==> src/rtl/srcv_pkg.sv <==
// ----------------------------------------------------------------------------
// Stick rate curve package
// Shared types, register codes, fixed-point constants and helper functions.
// ----------------------------------------------------------------------------
package srcv_pkg;

    // Working width for rounding shifts; every product fits well inside it.
    localparam int RW          = 80;
    localparam int DIV_STEPS   = 23;
    localparam int QUEUE_DEPTH = 4;
    localparam int QUEUE_AW    = 2;
    localparam int CFG_AW      = 3;

    // Configuration register indexes.
    localparam logic [CFG_AW-1:0] REG_RATE_MODE  = 3'd0;
    localparam logic [CFG_AW-1:0] REG_RATE_A     = 3'd1;
    localparam logic [CFG_AW-1:0] REG_RATE_B     = 3'd2;
    localparam logic [CFG_AW-1:0] REG_ACRO_EXPO  = 3'd3;
    localparam logic [CFG_AW-1:0] REG_ANGLE_EXPO = 3'd4;

    // Curve select codes.
    localparam logic [1:0] MODE_CUBIC   = 2'd0;
    localparam logic [1:0] MODE_RC      = 2'd1;
    localparam logic [1:0] MODE_QUINTIC = 2'd2;

    // Axis codes.
    localparam logic [1:0] AXIS_ROLL  = 2'd0;
    localparam logic [1:0] AXIS_PITCH = 2'd1;
    localparam logic [1:0] AXIS_YAW   = 2'd2;

    localparam logic signed [17:0] ONE_Q12     = 18'sd4096;
    localparam logic [15:0]        TWO_Q12     = 16'd8192;
    localparam logic [15:0]        BOOST_Q12   = 16'd59556;
    localparam logic [27:0]        D_ONE_Q27   = 28'd134217728;
    localparam logic [27:0]        D_MIN_Q27   = 28'd1342177;
    localparam logic [22:0]        DEG2RAD_Q28 = 23'd4685083;
    localparam logic [7:0]         RATE_SCALE  = 8'd200;
    localparam logic signed [47:0] DEG_LIMIT   = 48'sh0100_0000_0000;
    localparam logic signed [35:0] RAD_MAX     = 36'sd2147483647;
    localparam logic signed [35:0] RAD_MIN     = -36'sd2147483648;

    // One classified item waiting for the curve pipeline.
    typedef struct packed {
        logic [1:0]         axis;
        logic [1:0]         mode;
        logic signed [15:0] stick;
        logic [15:0]        expo;
        logic [15:0]        rate_a;
        logic [15:0]        rate_b;
    } t_job;

    // Per-item data that rides along the quotient pipeline.
    typedef struct packed {
        logic [1:0]         axis;
        logic [1:0]         mode;
        logic signed [40:0] deg0;
        logic signed [40:0] deg2;
        logic signed [40:0] ang;
    } t_div_pay;

    typedef struct packed {
        t_div_pay    pay;
        logic [27:0] den;
    } t_curve_res;

    // Shift right by n, rounding to nearest with ties away from zero.
    function automatic logic signed [RW-1:0] rnd_shr(input logic signed [RW-1:0] v,
                                                     input int n);
        logic signed [RW-1:0] half;
        logic signed [RW-1:0] neg;
        half      = '0;
        half[n-1] = 1'b1;
        neg       = '0;
        neg[0]    = v[RW-1];
        return (v + half - neg) >>> n;
    endfunction

    // Picks one axis word out of a packed register; the fourth axis reads zero.
    function automatic logic [15:0] word_sel(input logic [47:0] pack, input logic [1:0] axis);
        logic [15:0] w;
        unique case (axis)
            AXIS_ROLL:  w = pack[15:0];
            AXIS_PITCH: w = pack[31:16];
            AXIS_YAW:   w = pack[47:32];
            default:    w = '0;
        endcase
        return w;
    endfunction

endpackage

==> src/rtl/srcv_if.sv <==
// ----------------------------------------------------------------------------
// Stick rate curve channels
// Valid/ready channels for input items, result items and register writes.
// ----------------------------------------------------------------------------
interface srcv_in_if;
    logic               valid;
    logic               ready;
    logic [1:0]         axis_index;
    logic signed [15:0] stick;
    logic               level_on;
    logic               race_on;
    logic               horizon_on;

    modport source (output valid, axis_index, stick, level_on, race_on, horizon_on,
                    input ready);
    modport sink (input valid, axis_index, stick, level_on, race_on, horizon_on,
                  output ready);
endinterface


interface srcv_cfg_if;
    logic        valid;
    logic        ready;
    logic [2:0]  index;
    logic [47:0] data;

    modport source (output valid, index, data, input ready);
    modport sink (input valid, index, data, output ready);
endinterface

==> src/rtl/srcv_front.sv <==
// ----------------------------------------------------------------------------
// Stick rate curve front end
// Holds the configuration registers, accepts items and picks their words.
// ----------------------------------------------------------------------------
module srcv_front import srcv_pkg::*; (
    input  logic        i_clk,
    input  logic        i_rst_n,
    srcv_in_if.sink     i_in,
    srcv_cfg_if.sink    i_cfg,
    input  logic        i_full,
    output logic        o_push,
    output t_job        o_job
);

    logic [1:0]  r_rate_mode;
    logic [47:0] r_rate_a;
    logic [47:0] r_rate_b;
    logic [47:0] r_acro_expo;
    logic [47:0] r_angle_expo;
    logic        w_use_angle;

    assign i_cfg.ready = 1'b1;

    always_ff @(posedge i_clk) begin
        if (!i_rst_n) begin
            r_rate_mode  <= '0;
            r_rate_a     <= '0;
            r_rate_b     <= '0;
            r_acro_expo  <= '0;
            r_angle_expo <= '0;
        end else if (i_cfg.valid) begin
            unique case (i_cfg.index)
                REG_RATE_MODE:  r_rate_mode  <= i_cfg.data[1:0];
                REG_RATE_A:     r_rate_a     <= i_cfg.data;
                REG_RATE_B:     r_rate_b     <= i_cfg.data;
                REG_ACRO_EXPO:  r_acro_expo  <= i_cfg.data;
                REG_ANGLE_EXPO: r_angle_expo <= i_cfg.data;
                default: ;
            endcase
        end
    end

    // Race mode keeps pitch on acro expo; horizon keeps roll and pitch on acro.
    always_comb begin
        if (!i_in.level_on) begin
            w_use_angle = 1'b0;
        end else if (i_in.race_on && !i_in.horizon_on) begin
            w_use_angle = (i_in.axis_index != AXIS_PITCH);
        end else if (i_in.horizon_on) begin
            w_use_angle = (i_in.axis_index == AXIS_YAW);
        end else begin
            w_use_angle = 1'b1;
        end
    end

    assign i_in.ready   = !i_full;
    assign o_push       = i_in.valid && !i_full;
    assign o_job.axis   = i_in.axis_index;
    assign o_job.mode   = r_rate_mode;
    assign o_job.stick  = i_in.stick;
    assign o_job.expo   = word_sel(w_use_angle ? r_angle_expo : r_acro_expo, i_in.axis_index);
    assign o_job.rate_a = word_sel(r_rate_a, i_in.axis_index);
    assign o_job.rate_b = word_sel(r_rate_b, i_in.axis_index);

endmodule

==> src/flat_wrapper.sv <==
// flat-port wrapper written by rule: the top's interface ports become plain ports
module srcv_front_flat import srcv_pkg::*;
  (i_clk, i_rst_n, i_full, o_push, o_job, i_in_valid, i_in_axis_index, i_in_stick, i_in_level_on, i_in_race_on, i_in_horizon_on, i_in_ready, i_cfg_valid, i_cfg_index, i_cfg_data, i_cfg_ready);
  srcv_in_if i_in_i ();
  srcv_cfg_if i_cfg_i ();
  input  logic i_clk;
  input  logic i_rst_n;
  input  logic i_full;
  output logic o_push;
  output t_job o_job;
  input wire logic [$bits(i_in_i.valid)-1:0] i_in_valid;
  input wire logic [$bits(i_in_i.axis_index)-1:0] i_in_axis_index;
  input wire logic [$bits(i_in_i.stick)-1:0] i_in_stick;
  input wire logic [$bits(i_in_i.level_on)-1:0] i_in_level_on;
  input wire logic [$bits(i_in_i.race_on)-1:0] i_in_race_on;
  input wire logic [$bits(i_in_i.horizon_on)-1:0] i_in_horizon_on;
  output wire logic [$bits(i_in_i.ready)-1:0] i_in_ready;
  input wire logic [$bits(i_cfg_i.valid)-1:0] i_cfg_valid;
  input wire logic [$bits(i_cfg_i.index)-1:0] i_cfg_index;
  input wire logic [$bits(i_cfg_i.data)-1:0] i_cfg_data;
  output wire logic [$bits(i_cfg_i.ready)-1:0] i_cfg_ready;
  assign i_in_i.valid = i_in_valid;
  assign i_in_i.axis_index = i_in_axis_index;
  assign i_in_i.stick = i_in_stick;
  assign i_in_i.level_on = i_in_level_on;
  assign i_in_i.race_on = i_in_race_on;
  assign i_in_i.horizon_on = i_in_horizon_on;
  assign i_in_ready = i_in_i.ready;
  assign i_cfg_i.valid = i_cfg_valid;
  assign i_cfg_i.index = i_cfg_index;
  assign i_cfg_i.data = i_cfg_data;
  assign i_cfg_ready = i_cfg_i.ready;
  srcv_front u_core (.i_clk(i_clk), .i_rst_n(i_rst_n), .i_in(i_in_i), .i_cfg(i_cfg_i), .i_full(i_full), .o_push(o_push), .o_job(o_job));
endmodule
==> config.mk <==
export PLATFORM = sky130hd
export DESIGN_NAME = srcv_front_flat
export DESIGN_NICKNAME = d
export VERILOG_FILES = /design/src/rtl/srcv_pkg.sv /design/src/rtl/srcv_if.sv /design/src/rtl/srcv_front.sv /design/src/flat_wrapper.sv
export SDC_FILE = /design/constraint.sdc
export NUM_CORES = 1
export LEC_CHECK = 0
export BUFFER_PORTS_ARGS = -buffer_cell sky130_fd_sc_hd__buf_2
export CAP_MARGIN = 25
export CORE_MARGIN = 8
export CORE_UTILIZATION = 57
export DETAILED_ROUTE_END_ITERATION = 16
export GPL_TIMING_DRIVEN = 1
export PLACE_DENSITY = 0.81
export SLEW_MARGIN = 25
export SYNTH_ARGS = -nofsm -noshare
export SYNTH_HDL_FRONTEND = slang
export SYNTH_SLANG_ARGS = --single-unit
==> constraint.sdc <==
create_clock -name i_clk -period 1.7 [get_ports i_clk]
set_clock_uncertainty 0.05 [all_clocks]
set_input_delay 0.255 -clock i_clk [delete_from_list [all_inputs] [get_ports i_clk]]
set_output_delay 0.255 -clock i_clk [all_outputs]
set_load 0.01 [all_outputs]
Yosys cells after proc, flatten, opt, wreduce, memory -nomap -nowiden:

Cells that the tools add are included.

* memory bits (writable): 0
* output and inout bits: 71
* input bits: 77
* flip-flop bits (word level): 194
* memories kept: 0
* latch bits: 0
* memory bits (read-only): 0

* reductions and logical operators: 11
* muxes and demuxes: 7
* bitwise operators: 0
* multiply operators: 0
* shift operators: 0
* equality and inequality tests: 7
* add/sub/neg operators: 0
* order comparisons: 0
* div/mod/pow operators: 0

Operator list (number)
* 16-bit one-hot mux with 3 select lines: 3
* 48-bit 2-to-1 mux: 1
* 2-bit AND reduction: 5
* 3-bit by 2-bit equality test with 1-bit output, second input constant: 2
* 3-bit by 1-bit equality test with 1-bit output, second input constant: 1
* 3-bit equality test, second input constant: 1
* 3-bit logical NOT: 1
* 1-bit 2-to-1 mux: 3
* 2-bit by 1-bit equality test with 1-bit output, second input constant: 1
* 2-bit equality test, second input constant: 1
* 1-bit logical AND: 2
* 1-bit logical NOT: 2
* 2-bit logical NOT: 1
* 2-bit by 1-bit inequality test with 1-bit output, second input constant: 1

Longest topological paths before layout:

Gate-level depths: netlist (run 1).

* depth in word-level cells: 6
* mapped depth: 6

Worst setup path after synthesis (run 1):

OpenSTA, ideal clock, no wires.

* path kind: input-to-output
* start point: input port i_in_level_on
* end point: output port o_job[35] (netlist bit)
* stages: 6
* slack: 180 ps
* required time: 1395 ps
* arrival time: 1215 ps
* buffers on the path: 2
* cell sequence: buf_4 or3b_4 nand2_4 buf_6 o211ai_1 o2111ai_1

RTL lines
* start: declaration: line flat_wrapper.sv:14 `input wire logic [$bits(i_in_i.level_on)-1:0] i_in_level_on;`
* end: declaration: line flat_wrapper.sv:10 `output t_job o_job;`

==> report_table.html, run 1 <==
<table>
<tr><th>Metric</th><th>Value</th></tr>
<tr><th colspan="2">Power and ir drop</th></tr>
<tr><td>Power Density</td><td>approximately 920 nW/um2</td></tr>
<tr><td>Leakage power</td><td>0.003826 uW</td></tr>
<tr><td>Worst voltage drop across the vdd grid</td><td>0.8391 mV</td></tr>
<tr><td>Total power after layout</td><td>9787 uW</td></tr>
<tr><th colspan="2">Route</th></tr>
<tr><td>Post-DR wirelength/cell</td><td>19.56 um</td></tr>
<tr><td>First drt pass iteration count</td><td>6</td></tr>
<tr><td>DRC violation count after routing</td><td>0</td></tr>
<tr><td>Via count</td><td>8222</td></tr>
<tr><td>Initial detailed-routing violation count</td><td>853</td></tr>
<tr><td>Average via count per standard cell</td><td>~5.8</td></tr>
<tr><td>Routed Antenna Nets</td><td>0</td></tr>
<tr><td>Total routed wirelength</td><td>27640 um</td></tr>
<tr><th colspan="2">Synth</th></tr>
<tr><td>Synthesis-stage register bit count</td><td>194</td></tr>
<tr><td>Top-area cell type share of the netlist area</td><td>43.18%</td></tr>
<tr><td>Library cell with the highest instance count after synthesis</td><td>nand2_1</td></tr>
<tr><td>Number of distinct library cells after synthesis</td><td>32</td></tr>
<tr><td>Ys flop type</td><td>dfxtp_1</td></tr>
<tr><td>Cell type with the largest total area after synthesis</td><td>dfxtp_1</td></tr>
<tr><td>Total number of yosys warnings</td><td>0</td></tr>
<tr><td>Synth async-reset ratio</td><td>0%</td></tr>
<tr><td>Most used standard cells in the synthesized netlist</td><td>nand2_1, dfxtp_1, a21boi_0, o21ai_0, mux2i_1</td></tr>
<tr><td>Post-synthesis instance area</td><td>8995 um2</td></tr>
<tr><td>Synthesized area divided by synthesized cell count</td><td>8.053 um2</td></tr>
<tr><td>Gate Count Post-Synth</td><td>1117</td></tr>
<tr><td>Sequential element share of the synthesized area</td><td>between 40 and 50%</td></tr>
<tr><td>Top cells by area in the synthesized netlist</td><td>dfxtp_1, nand2_1, a21boi_0, mux2i_1, o211ai_1</td></tr>
<tr><td>Synth Net Count</td><td>1194</td></tr>
<tr><td>Post-synth EDFFs</td><td>0</td></tr>
<tr><th colspan="2">Place</th></tr>
<tr><td>Cell area after placement</td><td>9684 um2</td></tr>
<tr><td>Post-detailed-placement half-perimeter wirelength</td><td>18320 um</td></tr>
<tr><td>Dpl cells</td><td>1377</td></tr>
<tr><td>GP Congestion</td><td>0.8637</td></tr>
<tr><td>IO buf count</td><td>114</td></tr>
<tr><td>Setup Slack @ Placement</td><td>-0.4179 ns</td></tr>
<tr><th colspan="2">Setup path</th></tr>
<tr><td>Worst Setup Path Type</td><td>primary input to output pin</td></tr>
<tr><td>Worst-path fanout max</td><td>16</td></tr>
<tr><td>Cells traversed along the worst timing path</td><td>buf_8 &gt; buf_6 &gt; nor2b_4 &gt; buf_12 &gt; o211ai_1 &gt; o2111ai_2 &gt; buf_2</td></tr>
<tr><td>Delay of the slowest critical-path stage</td><td>0.31 ns</td></tr>
<tr><td>WP data arrival</td><td>1.41 ns</td></tr>
<tr><td>Buffer and inverter count on the worst path</td><td>4</td></tr>
<tr><td>CP max-delay cell</td><td>o211ai_1</td></tr>
<tr><td>Type of destination of the critical path</td><td>output pin</td></tr>
<tr><td>Largest delay share family, worst path</td><td>buffers and inverters</td></tr>
<tr><td>Crit path required time</td><td>between 1 and 1.5 ns</td></tr>
<tr><td>Type of element launching the critical path</td><td>primary input</td></tr>
<tr><th colspan="2">Floorplanning</th></tr>
<tr><td>Std-Cell Core Area</td><td>between 15000 and 20000 um2</td></tr>
<tr><td>Die width</td><td>141.6 um</td></tr>
<tr><td>Die footprint</td><td>20060 um2</td></tr>
<tr><td>Starting density of the core</td><td>57.46%</td></tr>
<tr><td>Std cell rows</td><td>46</td></tr>
<tr><td>Number of primary I/O pins</td><td>148</td></tr>
<tr><td>Overall die height</td><td>141.6 um</td></tr>
<tr><th colspan="2">Global routing</th></tr>
<tr><td>Global router's overall resource usage</td><td>roughly 27%</td></tr>
<tr><td>GR Overflow Total</td><td>0</td></tr>
<tr><td>Via count of the first global-routing pass</td><td>7652</td></tr>
<tr><td>Pin count of the biggest net entering global routing</td><td>99</td></tr>
<tr><td>Antenna violations before repair</td><td>2</td></tr>
<tr><td>Global-route wire length before repair</td><td>~43000 um</td></tr>
<tr><th colspan="2">STA</th></tr>
<tr><td>Highest attainable clock frequency</td><td>583.0 MHz</td></tr>
<tr><td>Min Clock Period, post-route</td><td>1.715 ns</td></tr>
<tr><td>Tcrit/Tclk final</td><td>100.9%</td></tr>
<tr><td>Max-slew headroom</td><td>61.75%</td></tr>
<tr><td>Min Hold Slack</td><td>0.06212 ns</td></tr>
<tr><td>Final number of setup-violating endpoints</td><td>2</td></tr>
<tr><td>RSZ-0062 raised after global routing</td><td>yes</td></tr>
<tr><td>Slack of the critical path</td><td>-0.01540 ns</td></tr>
<tr><td>Number of max-slew violations in the final report</td><td>0</td></tr>
<tr><td>Slew at the pin closest to its max-slew limit</td><td>0.5737 ns</td></tr>
<tr><td>Final hold vios</td><td>0</td></tr>
<tr><th colspan="2">CTS</th></tr>
<tr><td>Clock latency at the later pin of the worst-skew pair</td><td>0.43 ns</td></tr>
<tr><td>Number of clock sinks</td><td>194</td></tr>
<tr><td>Buffer depth of the longest clock path</td><td>2</td></tr>
<tr><td>Clock-pin slew of the registers on the worst-case setup and hold paths</td><td>0.07 ns</td></tr>
<tr><td>Number of buffers created by CTS</td><td>17</td></tr>
<tr><td>CTS tree</td><td>yes</td></tr>
<tr><td>H-tree depth</td><td>4</td></tr>
<tr><td>Hold-fix buffers, CTS</td><td>0</td></tr>
<tr><td>Clk root buf</td><td>clkbuf_16</td></tr>
<tr><th colspan="2">Final layout</th></tr>
<tr><td>Number of fillers in the final layout</td><td>1252</td></tr>
<tr><td>Count of antenna diodes in the layout</td><td>0</td></tr>
<tr><td>Final non-filler cell area</td><td>10590 um2</td></tr>
<tr><td>Number of standard cells in the final layout excluding fillers</td><td>1413</td></tr>
<tr><td>Share of final-layout standard cells stronger than drive strength 1</td><td>19.88%</td></tr>
<tr><td>Area grow syn2layout</td><td>17.74%</td></tr>
<tr><td>Net count reported at finish</td><td>1261</td></tr>
<tr><th colspan="2">Status</th></tr>
<tr><td>Status</td><td>finished with violations</td></tr>
<tr><td>Violated checks</td><td>negative setup slack</td></tr>
<tr><th colspan="2">Flow run</th></tr>
<tr><td>Maximum capacitance violations</td><td>0</td></tr>
<tr><th colspan="2">Hold path</th></tr>
<tr><td>Hold/Removal Path Class</td><td>primary input to register</td></tr>
</table>
registers in the layout, summed over array words and instances, names as in the netlist:
register and flops:
u_core.r_acro_expo 48, u_core.r_angle_expo 48, u_core.r_rate_a 48, u_core.r_rate_b 48, u_core.r_rate_mode 2
metal layers:
layer	vias up	GRT usage, %	part of all wire, %
met1	3896	33.72	41
met3	74	6.452	8.0
met4	4	13.34	4.0
met5	-	0	0.076
li1	3862	-	-
met2	386	43.75	47
worst min-delay path, delay by kind of cell:
family	cells	cell delay (ns)
AOI/OAI and AO/OA	1	0.05
buffers and inverters	1	0.13
and+or+nand+nor	1	0.06
timing repair:
action	4_1_cts	5_1_grt
resized for setup	40	37
cloned	2	0
setup buffers	0	4
setup endpoints to repair	44	23
pin swaps	11	18
final timing paths:
kind | start | end | slack [ns] | depth (start not counted)
setup / recovery | i_in_level_on | o_job[42] | -0.02 | 7
setup reg to reg | u_core.r_angle_expo[37] | u_core.r_angle_expo[37] | 0.89 | 2
hold reg to reg | u_core.r_rate_a[30] | u_core.r_rate_a[30] | 0.41 | 2
hold / removal | i_cfg_data[13] | u_core.r_angle_expo[13] | 0.06 | 3
layout by cell type, fill, tap and decap left out, types with 8 or more instances in the layout:
cell type  count
a21boi_0     173
a21boi_1      19
buf_12        15
buf_2        110
buf_4         21
clkbuf_16     18
dfxtp_1      176
dfxtp_2       17
mux2i_1       37
mux2i_2        8
nand2_1      418
nor2_1        16
o2111ai_2      8
o211ai_1      44
o21ai_0       38
o21ai_1       10
where the power goes:
part           switching (uW)  internal (uW)
clock network            1760           2350
logic                     588            378
registers                62.6           4640
final cells by class:
cell class                 count  area [um2]  share of cell area, %
multi-input combinational    815        4682                  44.21
clock inverter                13       158.9                  1.500
inverter                       2       11.26                 0.1063
timing repair buffer         154        1116                  10.54
clock buffer                  19       442.9                  4.182
sequential                   194        3909                  36.91
tap                          216       270.3                  2.552
logic make-up after synthesis:
kind of cell	Yosys count	share of synthesized area, %
mux	46	5.119
simple gates	458	19.95
flops	194	43.18
buf+inv	109	6.872
compound gates	309	24.84
other cells	1	0.04169
metrics by stage:
stage	setup TNS [ns]	utilization, %
after floorplan	0	-
after global placement	-5.675	61.86
after detailed placement	-7.185	61.86
after CTS	0	66.71
after global routing	-0.1977	67.65
final	-0.01968	67.65
(Power assumes the default switching activity.)
==> run 2: changes to the inputs <==
==> constraint.sdc (replaced) <==
create_clock -name i_clk -period 1.9 [get_ports i_clk]
set_clock_uncertainty 0.05 [all_clocks]
set_input_delay 0.285 -clock i_clk [delete_from_list [all_inputs] [get_ports i_clk]]
set_output_delay 0.285 -clock i_clk [all_outputs]
set_load 0.01 [all_outputs]
==> run 2 against run 1 <==
  * The run now ends clean
  * Register-to-register slack improved by 0.21 ns
  * Utilization fell by 1.3 points
  * Sequential cell count did not move
  * Sequential power fell by 10%
  * Clock power fell by 1%
  * First-iteration DRC count rose by 11%
  * Clock-buffer cell count did not move
  * Final area fell by 2.0%
  * Final cell count fell by 0.78%
  * Largest power group unchanged
==> report_table.html, run 2 (synthesis results as in run 1) <==
<table>
<tr><th>Metric</th><th>Value</th></tr>
<tr><th colspan="2">Status</th></tr>
<tr><td>Status</td><td>complete, no violations</td></tr>
<tr><th colspan="2">STA</th></tr>
<tr><td>Slack of the critical path</td><td>0.01160 ns (+0.02700 ns)</td></tr>
<tr><td>Max-slew headroom</td><td>68.42% (+6.7 points)</td></tr>
<tr><td>Setup TNS</td><td>0 ns (+0.01968 ns)</td></tr>
<tr><td>Final number of setup-violating endpoints</td><td>0 (-2)</td></tr>
<tr><td>Final hold vios</td><td>0 (unchanged)</td></tr>
<tr><td>Number of max-slew violations in the final report</td><td>0 (unchanged)</td></tr>
<tr><td>Min Clock Period, post-route</td><td>1.888 ns</td></tr>
<tr><td>Highest attainable clock frequency</td><td>529.5 MHz</td></tr>
<tr><td>Slew at the pin closest to its max-slew limit</td><td>0.4605 ns (-0.1132 ns)</td></tr>
<tr><td>Tcrit/Tclk final</td><td>99.39%</td></tr>
<tr><th colspan="2">Route</th></tr>
<tr><td>Via count</td><td>8328 (+1.3%)</td></tr>
<tr><td>Total routed wirelength</td><td>27800 um (+0.55%)</td></tr>
<tr><td>Met1 Wirelength</td><td>10670 um (-4.8%)</td></tr>
<tr><td>Routed Antenna Nets</td><td>0 (unchanged)</td></tr>
<tr><td>Met3 Wirelength</td><td>2583 um (+16%)</td></tr>
<tr><td>Met2 wirelength from detailed routing</td><td>13250 um (+1.2%)</td></tr>
<tr><td>DRC violation count after routing</td><td>0 (unchanged)</td></tr>
<tr><td>Average via count per standard cell</td><td>5.940 (+2.1%)</td></tr>
<tr><td>First drt pass iteration count</td><td>8 (+2)</td></tr>
<tr><td>Top routing layer in use</td><td>met5</td></tr>
<tr><td>Initial detailed-routing violation count</td><td>951 (+11%)</td></tr>
<tr><td>Post-DR wirelength/cell</td><td>19.83 um (+1.3%)</td></tr>
<tr><th colspan="2">Hold path</th></tr>
<tr><td>Hold/Removal Path Class</td><td>primary input to register</td></tr>
<tr><td>Worst hold path stage count</td><td>3 (unchanged)</td></tr>
<tr><td>Destination of the worst hold path</td><td>u_core.r_angle_expo[17]</td></tr>
<tr><td>Worst min-delay path startpoint</td><td>i_cfg_data[17]</td></tr>
<tr><th colspan="2">Global routing</th></tr>
<tr><td>Antenna violations before repair</td><td>3 (+1)</td></tr>
<tr><td>Global-route wire length before repair</td><td>43150 um (+1.0%)</td></tr>
<tr><td>Global router's overall resource usage</td><td>27.67% (+0.44 points)</td></tr>
<tr><td>Via count of the first global-routing pass</td><td>7730 (+1.0%)</td></tr>
<tr><td>GR Overflow Total</td><td>0 (unchanged)</td></tr>
<tr><td>Pin count of the biggest net entering global routing</td><td>75 (-24%)</td></tr>
<tr><th colspan="2">Flow run</th></tr>
<tr><td>Maximum capacitance violations</td><td>0 (unchanged)</td></tr>
<tr><th colspan="2">Final layout</th></tr>
<tr><td>Share of final-layout standard cells stronger than drive strength 1</td><td>16.02% (-3.9 points)</td></tr>
<tr><td>Final non-filler cell area</td><td>10380 um2 (-2.0%)</td></tr>
<tr><td>Area grow syn2layout</td><td>15.40%</td></tr>
<tr><td>Leading cell types in the layout, fill and taps excluded</td><td>nand2_1, dfxtp_1, a21boi_0</td></tr>
<tr><td>Post-layout utilization of the core</td><td>66.30% (-1.3 points)</td></tr>
<tr><td>Count of antenna diodes in the layout</td><td>0 (unchanged)</td></tr>
<tr><td>Multi-input combinational cell area</td><td>4557 um2 (-2.7%)</td></tr>
<tr><td>Most common library cell in the layout ignoring fill and taps</td><td>nand2_1</td></tr>
<tr><td>Sequential cell area</td><td>3884 um2 (-0.64%)</td></tr>
<tr><td>Net count reported at finish</td><td>1250 (-0.87%)</td></tr>
<tr><td>Number of fillers in the final layout</td><td>1302 (+4.0%)</td></tr>
<tr><th colspan="2">Power and ir drop</th></tr>
<tr><td>Fraction of power spent switching nets</td><td>23.46% (-1.2 points)</td></tr>
<tr><td>Cell-internal power</td><td>6966 uW (-5.5%)</td></tr>
<tr><td>Part of the total power dissipated in sequential elements</td><td>46.2% (-1.9 points)</td></tr>
<tr><td>Leakage power</td><td>0.003766 uW (-1.6%)</td></tr>
<tr><td>Power share of the clock group</td><td>44.8% (+2.7 points)</td></tr>
<tr><td>Portion of total power attributed to combinational logic</td><td>9.0% (-0.9 points)</td></tr>
<tr><td>Switching power of the nets</td><td>2135 uW (-12%)</td></tr>
<tr><td>Power Density</td><td>876.9 nW/um2 (-5.1%)</td></tr>
<tr><td>Worst voltage drop across the vdd grid</td><td>0.6340 mV (-24%)</td></tr>
<tr><th colspan="2">Setup path</th></tr>
<tr><td>Type of element launching the critical path</td><td>register</td></tr>
<tr><td>WP data arrival</td><td>1.55 ns (+0.14 ns)</td></tr>
<tr><td>Worst Reg2Reg Path Length in Cells</td><td>2 (unchanged)</td></tr>
<tr><td>Type of destination of the critical path</td><td>output pin</td></tr>
<tr><td>Crit path required time</td><td>1.56 ns (+0.17 ns)</td></tr>
<tr><td>Worst flop-to-flop path endpoint</td><td>u_core.r_acro_expo[26]</td></tr>
<tr><td>Worst-path fanout max</td><td>3 (-13)</td></tr>
<tr><td>Delay of the slowest critical-path stage</td><td>0.38 ns (+0.07 ns)</td></tr>
<tr><td>CP max-delay cell</td><td>dfxtp_1</td></tr>
<tr><td>RR Startpoint</td><td>u_core.r_acro_expo[26]</td></tr>
<tr><td>Setup slack on the worst flop-to-flop path</td><td>1.10 ns (+0.21 ns)</td></tr>
<tr><td>Cells traversed along the worst timing path</td><td>nor2_1 &gt; o21ai_0 &gt; o211ai_1 &gt; o2111ai_1 &gt; buf_2</td></tr>
<tr><td>Worst Setup Path Type</td><td>register to output pin</td></tr>
<tr><th colspan="2">CTS</th></tr>
<tr><td>Buffer depth of the longest clock path</td><td>2 (unchanged)</td></tr>
<tr><td>CTS tree</td><td>yes</td></tr>
<tr><td>Number of clock sinks</td><td>194 (unchanged)</td></tr>
<tr><td>Clock latency at the later pin of the worst-skew pair</td><td>0.43 ns (about the same)</td></tr>
<tr><td>Hold-fix buffers, CTS</td><td>0 (unchanged)</td></tr>
<tr><td>H-tree depth</td><td>4 (unchanged)</td></tr>
<tr><td>Number of buffers created by CTS</td><td>17 (unchanged)</td></tr>
<tr><td>Clock-pin slew of the registers on the worst-case setup and hold paths</td><td>0.07 ns (about the same)</td></tr>
<tr><td>Clk root buf</td><td>clkbuf_16</td></tr>
<tr><th colspan="2">Floorplanning</th></tr>
<tr><td>Overall die height</td><td>141.6 um (unchanged)</td></tr>
<tr><td>Die footprint</td><td>20060 um2 (unchanged)</td></tr>
<tr><td>Number of primary I/O pins</td><td>148 (unchanged)</td></tr>
<tr><td>Die width</td><td>141.6 um (unchanged)</td></tr>
<tr><td>Starting density of the core</td><td>57.46% (unchanged)</td></tr>
<tr><td>Std-Cell Core Area</td><td>15660 um2 (unchanged)</td></tr>
<tr><td>Std cell rows</td><td>46 (unchanged)</td></tr>
<tr><th colspan="2">Place</th></tr>
<tr><td>Setup Slack @ Placement</td><td>-0.1490 ns (+0.2689 ns)</td></tr>
<tr><td>IO buf count</td><td>114 (unchanged)</td></tr>
<tr><td>GP Congestion</td><td>0.8476 (-1.9%)</td></tr>
<tr><td>Post-detailed-placement half-perimeter wirelength</td><td>18790 um (+2.6%)</td></tr>
<tr><td>Cell area after placement</td><td>9657 um2 (-0.28%)</td></tr>
</table>
-- run 2: changes by cell type in the layout (fill, tap and decap cells not counted), moves of 6 or more --
cell / change
dfxtp_1: +18
dfxtp_2: -17
o21ai_0: +10
o21ai_1: -10
mux2i_1: +6
o2111ai_1: +6
o2111ai_2: -6
-- run 2: how the worst max path moves through the flow --
stage	from	end	cells past startpoint
after floorplan	i_in_level_on	o_job[35]	6
after global placement	i_in_horizon_on	o_job[36]	6
after detailed placement	i_in_horizon_on	o_job[33]	6
after CTS	i_in_horizon_on	o_job[36]	7
after global routing	u_core.r_acro_expo[11]	o_job[43]	5
final	u_core.r_acro_expo[6]	o_job[38]	5
-- run 2: stage by stage --
| step | total power [uW] | hold WS, ns | cells |
|---|---|---|---|
| 2_1_floorplan | 4757 | 0.3698 | 1117 |
| 3_3_place_gp | 5073 | 0.3912 | 1370 |
| 3_5_place_dp | 5087 | 0.3978 | 1370 |
| 4_1_cts | 9089 | 0.08961 | 1402 |
| 5_1_grt | 9348 | 0.09861 | 1402 |
| 6_report | 9102 | 0.09780 | 1402 |
-- run 2: layout make-up --
| cell class | instances | share of cell area (%) |
|---|---|---|
| multi-input combinational | 814 | 43.90 |
| clock buffer | 19 | 4.267 |
| timing repair buffer | 144 | 9.523 |
| sequential | 194 | 37.42 |
| clock inverter | 13 | 2.218 |
| tap | 216 | 2.604 |
| inverter | 2 | 0.07232 |
-- run 2: timing repair --
action | CTS | global route
pin swaps | 0 | 1
cloned | 0 | 0
endpoints found under the setup margin | 16 | 14
setup buffers | 0 | 0
resized for setup | 3 | 8
-- run 2: per-layer routing --
metal / up-vias / track usage, %
met2: 420 / 44.99
met1: 3971 / 33.00
li1: 3846 / -
met3: 85 / 7.460
met5: - / 0
met4: 6 / 14.30
-- run 2: worst max-delay path, delay by kind of cell, from the launching register on --
| family | cells | cell delay [ns] |
|---|---|---|
| AND/OR/NAND/NOR | 1 | 0.06 |
| flip-flops | 1 | 0.38 |
| buffers and inverters | 1 | 0.16 |
| AO/OA/AOI/OAI | 3 | 0.52 |
-- run 2: power by group through the flow --
stage | registers (uW) | clock network [uW] | logic [uW]
CTS | 4200 | 4090 | 800
detailed placement | 4300 | 0 | 792
global route | 4210 | 4260 | 875
finish | 4210 | 4080 | 818
floorplan | 4280 | 0 | 479
global placement | 4290 | 0 | 782
